[config.mk]
export PLATFORM = sky130hd
export DESIGN_NAME = lox_token_scanner_unit
export DESIGN_NICKNAME = d
export VERILOG_FILES = /design/src/sv/lts_pkg.sv /design/src/sv/lox_token_scanner_unit.sv
export SDC_FILE = /design/constraint.sdc
export NUM_CORES = 1
export LEC_CHECK = 0
export CAP_MARGIN = 15
export CORE_MARGIN = 3
export CORE_UTILIZATION = 35
export CTS_CLUSTER_SIZE = 12
export DETAILED_ROUTE_END_ITERATION = 10
export DONT_BUFFER_PORTS = 1
export HOLD_SLACK_MARGIN = 0.15
export PLACE_DENSITY = 0.55
export SLEW_MARGIN = 40
export SYNTH_ARGS = -nofsm -noshare
export SYNTH_HDL_FRONTEND = slang
export SYNTH_SLANG_ARGS = --single-unit
[constraint.sdc]
create_clock -name clk -period 9.65 [get_ports clk]
set_input_delay 0.965 -clock clk [delete_from_list [all_inputs] [get_ports clk]]
set_output_delay 0.965 -clock clk [all_outputs]
set_load 0.01 [all_outputs]
[src/sv/lts_pkg.sv]
// Package for the Lox token scanner: token codes, scan modes, result item type.
// No dependencies.
package lts_pkg;
  localparam int OFFSET_BITS = 24;
  localparam int LINE_BITS   = 20;

  localparam logic [3:0] M_IDLE    = 4'd0;
  localparam logic [3:0] M_SLASH   = 4'd1;
  localparam logic [3:0] M_COMMENT = 4'd2;
  localparam logic [3:0] M_BANG    = 4'd3;
  localparam logic [3:0] M_EQUAL   = 4'd4;
  localparam logic [3:0] M_LESS    = 4'd5;
  localparam logic [3:0] M_GREATER = 4'd6;
  localparam logic [3:0] M_IDENT   = 4'd7;
  localparam logic [3:0] M_NUMBER  = 4'd8;
  localparam logic [3:0] M_NUMDOT  = 4'd9;
  localparam logic [3:0] M_FRAC    = 4'd10;
  localparam logic [3:0] M_STRING  = 4'd11;

  localparam logic [5:0] T_LPAREN  = 6'd0;
  localparam logic [5:0] T_RPAREN  = 6'd1;
  localparam logic [5:0] T_LBRACE  = 6'd2;
  localparam logic [5:0] T_RBRACE  = 6'd3;
  localparam logic [5:0] T_COMMA   = 6'd4;
  localparam logic [5:0] T_DOT     = 6'd5;
  localparam logic [5:0] T_MINUS   = 6'd6;
  localparam logic [5:0] T_PLUS    = 6'd7;
  localparam logic [5:0] T_SEMI    = 6'd8;
  localparam logic [5:0] T_SLASH   = 6'd9;
  localparam logic [5:0] T_STAR    = 6'd10;
  localparam logic [5:0] T_BANG    = 6'd11;
  localparam logic [5:0] T_BANG_EQ = 6'd12;
  localparam logic [5:0] T_EQUAL   = 6'd13;
  localparam logic [5:0] T_EQ_EQ   = 6'd14;
  localparam logic [5:0] T_GREATER = 6'd15;
  localparam logic [5:0] T_GT_EQ   = 6'd16;
  localparam logic [5:0] T_LESS    = 6'd17;
  localparam logic [5:0] T_LT_EQ   = 6'd18;
  localparam logic [5:0] T_IDENT   = 6'd19;
  localparam logic [5:0] T_STRING  = 6'd20;
  localparam logic [5:0] T_NUMBER  = 6'd21;
  localparam logic [5:0] T_AND     = 6'd22;
  localparam logic [5:0] T_CLASS   = 6'd23;
  localparam logic [5:0] T_ELSE    = 6'd24;
  localparam logic [5:0] T_FALSE   = 6'd25;
  localparam logic [5:0] T_FOR     = 6'd26;
  localparam logic [5:0] T_FUN     = 6'd27;
  localparam logic [5:0] T_IF      = 6'd28;
  localparam logic [5:0] T_NIL     = 6'd29;
  localparam logic [5:0] T_OR      = 6'd30;
  localparam logic [5:0] T_PRINT   = 6'd31;
  localparam logic [5:0] T_RETURN  = 6'd32;
  localparam logic [5:0] T_SUPER   = 6'd33;
  localparam logic [5:0] T_THIS    = 6'd34;
  localparam logic [5:0] T_TRUE    = 6'd35;
  localparam logic [5:0] T_VAR     = 6'd36;
  localparam logic [5:0] T_WHILE   = 6'd37;
  localparam logic [5:0] T_ERROR   = 6'd38;
  localparam logic [5:0] T_EOF     = 6'd39;

  localparam logic [1:0] E_NONE       = 2'd0;
  localparam logic [1:0] E_UNEXPECTED = 2'd1;
  localparam logic [1:0] E_UNTERM     = 2'd2;

  typedef struct packed {
    logic [5:0]             tok_code;
    logic [1:0]             error_code;
    logic [OFFSET_BITS-1:0] start_offset;
    logic [OFFSET_BITS-1:0] token_length;
    logic [LINE_BITS-1:0]   line_number;
  } tok_t;

  // Keyword lookup from the stored prefix (first six bytes, first byte lowest).
  function automatic logic [5:0] kw_code(input logic [47:0] pfx,
                                         input logic [OFFSET_BITS-1:0] len);
    logic [5:0] code;
    code = T_IDENT;
    unique case (len)
      OFFSET_BITS'(2): begin
        if (pfx[15:0] == 16'h6669) code = T_IF;
        else if (pfx[15:0] == 16'h726f) code = T_OR;
      end
      OFFSET_BITS'(3): begin
        unique case (pfx[23:0])
          24'h646e61: code = T_AND;
          24'h726f66: code = T_FOR;
          24'h6e7566: code = T_FUN;
          24'h6c696e: code = T_NIL;
          24'h726176: code = T_VAR;
          default: code = T_IDENT;
        endcase
      end
      OFFSET_BITS'(4): begin
        unique case (pfx[31:0])
          32'h65736c65: code = T_ELSE;
          32'h73696874: code = T_THIS;
          32'h65757274: code = T_TRUE;
          default: code = T_IDENT;
        endcase
      end
      OFFSET_BITS'(5): begin
        unique case (pfx[39:0])
          40'h7373616c63: code = T_CLASS;
          40'h65736c6166: code = T_FALSE;
          40'h746e697270: code = T_PRINT;
          40'h7265707573: code = T_SUPER;
          40'h656c696877: code = T_WHILE;
          default: code = T_IDENT;
        endcase
      end
      OFFSET_BITS'(6): begin
        if (pfx == 48'h6e7275746572) code = T_RETURN;
      end
      default: code = T_IDENT;
    endcase
    return code;
  endfunction
endpackage

[src/sv/lox_token_scanner_unit.sv]
// Lox token scanner top level: one byte per item in, up to three tokens out.
// A byte's first token is valid in the cycle after it is taken. One byte per
// cycle while the receiver is ready and each byte gives at most one token;
// more tokens hold the input until they drain. Results sit in a three-entry
// output buffer; a byte is taken when the buffer is empty or drains this
// cycle. Synchronous active-low reset: idle, offset 0, line 1. Uses lts_pkg.
module lox_token_scanner_unit (
  input  logic        clk,
  input  logic        rst_n,
  input  logic        in_tvalid,
  output logic        in_tready,
  input  logic [7:0]  in_tdata,   // byte_value[7:0]
  input  logic        in_tuser,   // kind
  output logic        out_tvalid,
  input  logic        out_tready,
  output logic [79:0] out_tdata,  // tok_code, error_code, start_offset, token_length,
                                  // line_number, zero pad
  output logic        out_tlast
);
  localparam int OB = lts_pkg::OFFSET_BITS;
  localparam int LB = lts_pkg::LINE_BITS;
  localparam logic [OB-1:0] OMAX = '1;
  localparam logic [LB-1:0] LMAX = '1;
  localparam logic [5:0]    NO_TOK = 6'd63;

  logic [3:0]    mode_r, mode_nxt;
  logic [OB-1:0] start_r, start_nxt, pos_r, pos_nxt;
  logic [LB-1:0] line_r, line_nxt;
  logic [47:0]   pfx_r, pfx_nxt;
  logic          eof_r, eof_nxt;

  lts_pkg::tok_t buf_r [3];
  lts_pkg::tok_t tk    [3];
  logic [1:0]    cnt_r, cnt_nxt, rd_r, rd_nxt;
  logic [1:0]    n;

  logic take, drained;
  assign drained   = (cnt_r == 2'd0) || (cnt_r == 2'd1 && out_tready);
  assign in_tready = drained;
  assign take      = in_tvalid && in_tready;

  // Build one result item.
  function automatic lts_pkg::tok_t mk(input logic [5:0] t, input logic [1:0] e,
                                       input logic [OB-1:0] s, input logic [OB-1:0] l,
                                       input logic [LB-1:0] ln);
    lts_pkg::tok_t r;
    r.tok_code = t; r.error_code = e; r.start_offset = s;
    r.token_length = l; r.line_number = ln;
    return r;
  endfunction

  function automatic logic [OB-1:0] ssub(input logic [OB-1:0] a, input logic [OB-1:0] b);
    return (a > b) ? a - b : '0;
  endfunction

  function automatic logic alpha(input logic [7:0] c);
    return (c >= 8'h61 && c <= 8'h7a) || (c >= 8'h41 && c <= 8'h5a) || c == 8'h5f;
  endfunction

  function automatic logic digit(input logic [7:0] c);
    return c >= 8'h30 && c <= 8'h39;
  endfunction

  always_comb begin
    logic [7:0]    c;
    logic          rescan, closing;
    logic [OB-1:0] len, dot;
    logic [5:0]    st;
    c = in_tdata;
    mode_nxt = mode_r; start_nxt = start_r; pos_nxt = pos_r; line_nxt = line_r;
    pfx_nxt = pfx_r; eof_nxt = eof_r;
    n = 2'd0; rescan = 1'b0; closing = 1'b0;
    st = NO_TOK;
    tk[0] = mk('0, lts_pkg::E_NONE, '0, '0, '0); tk[1] = tk[0]; tk[2] = tk[0];
    len = ssub(pos_r, start_r);
    dot = ssub(pos_r, OB'(1));
    if (take && !eof_r) begin
      if (in_tuser || c == 8'd0) begin
        closing = 1'b1;
        eof_nxt = 1'b1;
      end else begin
        unique case (mode_r)
          lts_pkg::M_IDLE: rescan = 1'b1;
          lts_pkg::M_SLASH:
            if (c == 8'h2f) mode_nxt = lts_pkg::M_COMMENT;
            else closing = 1'b1;
          lts_pkg::M_COMMENT:
            if (c == 8'h0a) begin mode_nxt = lts_pkg::M_IDLE; rescan = 1'b1; end
          lts_pkg::M_BANG, lts_pkg::M_EQUAL, lts_pkg::M_LESS, lts_pkg::M_GREATER:
            if (c == 8'h3d) begin
              unique case (mode_r)
                lts_pkg::M_BANG:  st = lts_pkg::T_BANG_EQ;
                lts_pkg::M_EQUAL: st = lts_pkg::T_EQ_EQ;
                lts_pkg::M_GREATER: st = lts_pkg::T_GT_EQ;
                default: st = lts_pkg::T_LT_EQ;
              endcase
              tk[0] = mk(st, lts_pkg::E_NONE, start_r, OB'(2), line_r);
              n = 2'd1; mode_nxt = lts_pkg::M_IDLE;
            end else closing = 1'b1;
          lts_pkg::M_IDENT:
            if (alpha(c) || digit(c)) begin
              if (len < OB'(6)) pfx_nxt = pfx_r | (48'(c) << {len[2:0], 3'b000});
            end else closing = 1'b1;
          lts_pkg::M_NUMBER:
            if (c == 8'h2e) mode_nxt = lts_pkg::M_NUMDOT;
            else if (!digit(c)) closing = 1'b1;
          lts_pkg::M_NUMDOT:
            if (digit(c)) mode_nxt = lts_pkg::M_FRAC;
            else closing = 1'b1;
          lts_pkg::M_FRAC:
            if (!digit(c)) closing = 1'b1;
          lts_pkg::M_STRING:
            if (c == 8'h22) begin
              // Hold the length at all ones once it has saturated.
              tk[0] = mk(lts_pkg::T_STRING, lts_pkg::E_NONE, start_r,
                         (len == OMAX) ? len : len + OB'(1), line_r);
              n = 2'd1; mode_nxt = lts_pkg::M_IDLE;
            end else if (c == 8'h0a && line_r != LMAX) line_nxt = line_r + LB'(1);
          default: begin mode_nxt = lts_pkg::M_IDLE; rescan = 1'b1; end
        endcase
        if (closing) rescan = 1'b1;
        if (pos_r != OMAX) pos_nxt = pos_r + OB'(1);
      end
      // Close the pending token.
      if (closing) begin
        mode_nxt = lts_pkg::M_IDLE;
        unique case (mode_r)
          lts_pkg::M_SLASH: begin
            tk[0] = mk(lts_pkg::T_SLASH, lts_pkg::E_NONE, start_r, OB'(1), line_r);
            n = 2'd1;
          end
          lts_pkg::M_BANG: begin
            tk[0] = mk(lts_pkg::T_BANG, lts_pkg::E_NONE, start_r, OB'(1), line_r);
            n = 2'd1;
          end
          lts_pkg::M_EQUAL: begin
            tk[0] = mk(lts_pkg::T_EQUAL, lts_pkg::E_NONE, start_r, OB'(1), line_r);
            n = 2'd1;
          end
          lts_pkg::M_GREATER: begin
            tk[0] = mk(lts_pkg::T_GREATER, lts_pkg::E_NONE, start_r, OB'(1), line_r);
            n = 2'd1;
          end
          lts_pkg::M_LESS: begin
            tk[0] = mk(lts_pkg::T_LESS, lts_pkg::E_NONE, start_r, OB'(1), line_r);
            n = 2'd1;
          end
          lts_pkg::M_IDENT: begin
            tk[0] = mk(lts_pkg::kw_code(pfx_r, len), lts_pkg::E_NONE, start_r, len, line_r);
            n = 2'd1;
          end
          lts_pkg::M_NUMBER, lts_pkg::M_FRAC: begin
            tk[0] = mk(lts_pkg::T_NUMBER, lts_pkg::E_NONE, start_r, len, line_r); n = 2'd1;
          end
          lts_pkg::M_NUMDOT: begin
            tk[0] = mk(lts_pkg::T_NUMBER, lts_pkg::E_NONE, start_r, ssub(dot, start_r),
                       line_r);
            tk[1] = mk(lts_pkg::T_DOT, lts_pkg::E_NONE, dot, OB'(1), line_r);
            n = 2'd2;
          end
          lts_pkg::M_STRING: begin
            tk[0] = mk(lts_pkg::T_ERROR, lts_pkg::E_UNTERM, start_r, len, line_r); n = 2'd1;
          end
          default: n = 2'd0;
        endcase
      end
      if (eof_nxt) begin
        tk[n] = mk(lts_pkg::T_EOF, lts_pkg::E_NONE, pos_r, '0, line_r);
        n = n + 2'd1;
      end else if (rescan) begin
        // Scan the byte afresh from idle.
        st = NO_TOK;
        unique case (c)
          8'h20, 8'h0d, 8'h09: st = NO_TOK;
          8'h0a: if (line_r != LMAX) line_nxt = line_r + LB'(1);
          8'h28: st = lts_pkg::T_LPAREN;
          8'h29: st = lts_pkg::T_RPAREN;
          8'h7b: st = lts_pkg::T_LBRACE;
          8'h7d: st = lts_pkg::T_RBRACE;
          8'h2c: st = lts_pkg::T_COMMA;
          8'h2e: st = lts_pkg::T_DOT;
          8'h2d: st = lts_pkg::T_MINUS;
          8'h2b: st = lts_pkg::T_PLUS;
          8'h3b: st = lts_pkg::T_SEMI;
          8'h2a: st = lts_pkg::T_STAR;
          8'h2f: begin mode_nxt = lts_pkg::M_SLASH; start_nxt = pos_r; end
          8'h21: begin mode_nxt = lts_pkg::M_BANG; start_nxt = pos_r; end
          8'h3d: begin mode_nxt = lts_pkg::M_EQUAL; start_nxt = pos_r; end
          8'h3c: begin mode_nxt = lts_pkg::M_LESS; start_nxt = pos_r; end
          8'h3e: begin mode_nxt = lts_pkg::M_GREATER; start_nxt = pos_r; end
          8'h22: begin mode_nxt = lts_pkg::M_STRING; start_nxt = pos_r; end
          default:
            if (alpha(c)) begin
              mode_nxt = lts_pkg::M_IDENT; start_nxt = pos_r; pfx_nxt = 48'(c);
            end else if (digit(c)) begin
              mode_nxt = lts_pkg::M_NUMBER; start_nxt = pos_r;
            end else st = lts_pkg::T_ERROR;
        endcase
        if (st != NO_TOK) begin
          tk[n] = mk(st, (st == lts_pkg::T_ERROR) ? lts_pkg::E_UNEXPECTED : lts_pkg::E_NONE,
                     pos_r, OB'(1), line_nxt);
          n = n + 2'd1;
        end
      end
    end
  end

  always_comb begin
    cnt_nxt = cnt_r;
    rd_nxt  = rd_r;
    if (cnt_r != 2'd0 && out_tready) begin
      cnt_nxt = cnt_r - 2'd1;
      rd_nxt  = rd_r + 2'd1;
    end
    if (take) begin
      cnt_nxt = n;
      rd_nxt  = 2'd0;
    end
  end

  always_ff @(posedge clk) begin
    if (!rst_n) begin
      mode_r <= lts_pkg::M_IDLE;
      start_r <= '0;
      pos_r <= '0;
      line_r <= LB'(1);
      pfx_r <= '0;
      eof_r <= 1'b0;
      cnt_r <= 2'd0;
      rd_r <= 2'd0;
    end else begin
      mode_r <= mode_nxt;
      start_r <= start_nxt;
      pos_r <= pos_nxt;
      line_r <= line_nxt;
      pfx_r <= pfx_nxt;
      eof_r <= eof_nxt;
      cnt_r <= cnt_nxt;
      rd_r <= rd_nxt;
    end
  end

  always_ff @(posedge clk) begin
    if (take) begin
      buf_r[0] <= tk[0];
      buf_r[1] <= tk[1];
      buf_r[2] <= tk[2];
    end
  end

  lts_pkg::tok_t cur;
  assign cur        = (rd_r == 2'd0) ? buf_r[0] : (rd_r == 2'd1) ? buf_r[1] : buf_r[2];
  assign out_tvalid = cnt_r != 2'd0;
  assign out_tlast  = cnt_r == 2'd1;
  assign out_tdata  = {2'b00, cur.line_number, cur.token_length, cur.start_offset,
                       cur.error_code, cur.tok_code};
endmodule

; ---- Yosys cells after proc, flatten, opt, wreduce, memory -nomap -nowiden
; Memory sizes are Yosys's and may differ from the RTL's.
; Cells that the tools add are included.
[word_totals]
ff_bits = 125
ramBits = 228
inputBits = 13
out_inout_bits = 83
elab_cells = 237
memories = 1
[memory_table]
columns = memory, words, word_bits, read_ports, rd_clocked_by_memory_dff, write_ports, line
row1 = buf_r, 3, 76, 3, 0, 3, lox_token_scanner_unit.sv:32  ; lts_pkg::tok_t buf_r [3];
[classes]
add_sub_neg = 9
order_cmp = 12
n_eq_ne = 60
shifts = 1
n_mux = 105
bitwise = 6
reduce_logical = 35
[ops]
columns = op, count
row1 = $mux W228, 4
row2 = $pmux W76 S9, 1
row3 = $bwmux W228, 2
row4 = $mux W48, 8
row5 = $mux W152, 2
row6 = $mux W76, 3
row7 = $mux W75, 3
row8 = $mux W20, 11
row9 = $eq A40 B39 Y1 const B, 5
row10 = $demux W76 S2, 1
row11 = $pmux W75 S2, 1
row12 = $mux W24, 6
row13 = $eq A24 B23 Y1 const B, 5
row14 = $eq A8 B6 Y1 const B, 15
row15 = $eq A32 B31 Y1 const B, 3
row16 = $pmux W6 S5, 3
row17 = $mux W73, 1
row18 = $eq A24 B3 Y1 const B, 3
row19 = $pmux W6 S11, 1
row20 = $mux W4, 14
row21 = $pmux W4 S7, 2
row22 = $add A24 B1 Y24 const B, 2
row23 = $eq A24 B2 Y1 const B, 2
row24 = $eq A48 B47 Y1 const B, 1
row25 = 59 further kinds, 129

; ---- Logic depth before layout (Yosys ltp)
[depth]
ltp_word = 23
ltp_mapped = 21
ltp_nobuf = 18

; ---- Least setup slack after synthesis
; OpenSTA, ideal clock, no wires.
[synth_path]
path_type = input to register
start = in out_tready
end = reg pos_r[15]
setup_ns = 0.115
t_arrival_ns = 7.681
required_ns = 9.535
setup_slack_ns = 1.854
cell_stages = 11
n_path_buf = 0
cell_sequence = nand2_1 -> nand2_1 -> nand2_1 -> inv_1 -> nand2_1 -> a31oi_1 -> nand4_1 -> nor4_1 -> nand4_1 -> xnor2_1 -> and2_1
[synth_between]
elab_chain_cells = 5
[synth_rtl]
columns = element, line
row1 = start: declaration, lox_token_scanner_unit.sv:15  ; input logic out_tready,
row2 = $logic_and A1 B1 Y1, lox_token_scanner_unit.sv:38  ; assign drained = (cnt_r == 2'd0) || (cnt_r == 2'd1 && out_tready);
row3 = $logic_or A1 B1 Y1, lox_token_scanner_unit.sv:38
row4 = net in_tready, lox_token_scanner_unit.sv:11  ; output logic in_tready,
row5 = $logic_and A1 B1 Y1, lox_token_scanner_unit.sv:40  ; assign take = in_tvalid && in_tready;
row6 = net take, lox_token_scanner_unit.sv:37  ; logic take, drained;
row7 = $logic_and A1 B1 Y1, lox_token_scanner_unit.sv:77  ; if (take && !eof_r) begin
row8 = $reduce_and A3 Y1 (no line), n/a
row9 = end signal: assignment, lox_token_scanner_unit.sv:234  ; pos_r <= pos_nxt;
row10 = end: declaration, lox_token_scanner_unit.sv:27  ; logic [OB-1:0] start_r, start_nxt, pos_r, pos_nxt;
; The timed path passes the listed nets, and every way through them passes these cells.
; A chain may end at the register's enable or synchronous reset.

==> run_results.csv <==
group,metric,value,unit
synthesis,avgSynthCellArea,8.66,um^2
timing,min_period,5.89,ns
synthesis,yosysMostFrequentCell,"nor2_1",
route,routed_wl,69700,um
clock_tree,clkSinkCount,305,
synthesis,yosys.area_share.simple,0.255,
timing,finalHoldViolCount,0,
synthesis,synth_common_cells,"nor2_1, nand2_1, edfxtp_1",
synthesis,ys_seq_area_frac,0.385,
timing,fin_skew,0.0362,ns
floorplanning,num_io_pins,96,
placed_design,dpl.hpwl,51200,um
floorplanning,die_w,248,um
route,drc,0,
power,power_leakage,8.11,nW
clock_tree,cts_max_level,2,
global_route,busiest_layer,"met2",
global_route,grt_max_degree,83,
synthesis,yosys.area.top_type,"edfxtp_1",
setup_path,worst-setup-path-type,"register to register",
finish,final_core_util,0.388,
route,first_pass_iters,6,
floorplanning,die_y,248,um
synthesis,synth-compound-area-share,0.192,
status,status,"completed",
route,viasPerCell,5.87,
floorplanning,initial_core_util,0.355,
synthesis,syn_inst,2372,
placed_design,place_congestion,0.989,
clock_tree,cts_root_buf,"clkbuf_16",
power,power_density,236,nW/um^2
setup_path,cp_max_fo,19,
placed_design,numPortBuffers,0,
timing,setup_viol,0,
run,maxCapViolCount,0,
timing,final.period_utilization,0.611,
global_route,grt.met3_usage,0.0394,
global_route,antenna_found_initial,1,
synthesis,synth.top_cells.by_area,"edfxtp_1, dfxtp_1, nor2_1",
finish,drive_above_1_share,0.0612,
timing,finalMaxSlewViolations,0,
global_route,grt_pass1_wl,106000,um
clock_tree,postCtsSetupBuffers,0,
clock_tree,cts_hold_buf,0,
floorplanning,die_area,61600,um^2
clock_tree,ctsResizeCount,0,
clock_tree,numCtsBuffers,36,
route,drt_iter0_markers,1560,
synthesis,synth_adder_area_share,0.0391,
timing,tns,0,ns
timing,maxSlewHeadroom,0.415,
floorplanning,core,57900,um^2
power,p_total,5.30,mW
setup_path,required,10.00,ns
route,vias,18100,
synthesis,async_flop_share,0,
synthesis,synthXorXnorAreaFrac,0.0490,
timing,rsz0062_at_grt,"false",
synthesis,ys_warn_count,0,
global_route,grt_pass1_vias,17100,
synthesis,netlist_area,20500,um^2
min_path,hold_path.class,"register to register",
synthesis,synthDistinctLibCells,102,
global_route,globalRouteOverflowTotal,0,
route,ant_nets,0,
synthesis,synth_flop_cell,"edfxtp_1",
synthesis,synth_edf_count,180,
global_route,grt_util_met1,0.321,
setup_path,crit_path_end_kind,"register",
route,wire_per_inst,22.6,um
clock_tree,tritoncts,"built",
finish,antennaDiodeCount,0,
global_route,grt_use_total,0.222,
setup_path,crit_arrival,6.25,ns
synthesis,synthMuxAreaShare,0.0401,
clock_tree,clock_latency,0.57,ns
floorplanning,rows,88,
synthesis,synth_top_family_by_area,"simple AND/OR/NAND/NOR gates",
power,ir_worst_vdd,160,uV
synthesis,synth.top_cell.area_share,0.263,
clock_tree,clockBufferDepth,3,
finish,area_growth,9.27,%
timing,max_freq,170,MHz
synthesis,ys_seq_elements,305,
timing,worstMarginPinSlew,0.870,ns
clock_tree,clk_pin_slew,0.06,ns
setup_path,setup.worst_path.start_class,"register",
finish,nNetsFinal,2367,
global_route,grt_use_met2,0.340,
[worst max-delay path, cell delays in order, from the launching register on]
cell and delay (ns):
dfxtp_1 0.52, or4_1 0.65, or3_1 0.47, nor4_4 0.47
buf_4 0.31, nor2_1 0.11, ha_1 0.35, nor2b_1 0.18
o31a_1 0.22, o211a_1 0.19, nor2_1 0.08, o41a_1 0.40
a31oi_1 0.34, a41oi_1 0.17, a21o_1 0.42, or2_1 0.46
o221ai_1 0.32
[registers in the layout (all words and copies together), names as in the netlist]
signal	cells
start_r	24
pos_r	24
eof_r	1
mode_r	4
line_r	20
pfx_r	48
rd_r	2
cnt_r	2
buf_r	180
[final timing paths]
| path | from | end | slack, ns | cells past startpoint |
|---|---|---|---|---|
| hold / removal | pfx_r[47] | pfx_r[47] | 0.45 | 1 |
| setup reg to reg | pos_r[9] | buf_r[0][38] | 3.76 | 16 |
| hold reg to reg | pfx_r[47] | pfx_r[47] | 0.45 | 1 |
| setup / recovery | pos_r[9] | buf_r[0][38] | 3.76 | 16 |
[cell type report]
| cell class | instances | area (um^2) |
|---|---|---|
| Clock inverter | 14 | 159 |
| Inverter | 62 | 238 |
| Multi-Input combinational cell | 1862 | 12000 |
| Fill cell | 5967 | 35500 |
| Timing Repair Buffer | 24 | 213 |
| Sequential cell | 305 | 7910 |
| Clock buffer | 52 | 1010 |
| Tap cell | 765 | 957 |
[logic make-up after synthesis]
group,after synthesis
AO/OA/AOI/OAI,578
XOR/XNOR,115
adder cells (fa/ha/maj),63
buffers and inverters,210
flip-flops,305
multiplexers,82
other,1
AND/OR/NAND/NOR,1018
[where the power goes]
group	total, mW	switching (mW)	internal (mW)
Sequential	1.78	0.107	1.68
Clock	1.37	0.575	0.792
Combinational	2.15	1.51	0.642
Total	5.30	2.19	3.11
[layer usage]
metal	vias up	share of wire	wire length [um]
met4	2	0.027	1870
met1	8804	0.47	33000
li1	8517	-	-
met3	118	0.066	4600
met2	676	0.43	30200
met5	-	0.00016	11
[layout by cell type (no fill, tap or decap), types with 20 or more instances in the layout]
cell       count
a211oi_1      24
a21o_1        21
a21oi_1      127
a22o_1        47
a22oi_1       20
a31oi_1       22
and2_1       130
and3_1        49
buf_4         21
clkbuf_16     36
dfxtp_1      125
edfxtp_1     180
ha_1          59
inv_1         60
mux2i_1       79
nand2_1      225
nand2b_1      31
nand3_1       76
nand4_1       30
nor2_1       228
nor2b_1       45
nor3_1        59
nor4_1        25
o21ai_0      132
or3_1         26
xnor2_1       66
xor2_1        49
[metrics by stage]
stage,hold slack (ns),area (um^2),std cells,setup slack [ns]
after floorplan,0.420,20600,2377,1.85
after global placement,0.438,21200,3015,3.85
after detailed placement,0.437,21200,3017,3.75
after CTS,0.454,22400,3083,3.75
after global routing,0.464,22400,3084,3.30
final,0.453,22400,3084,3.76
(Power assumes the default switching activity.)
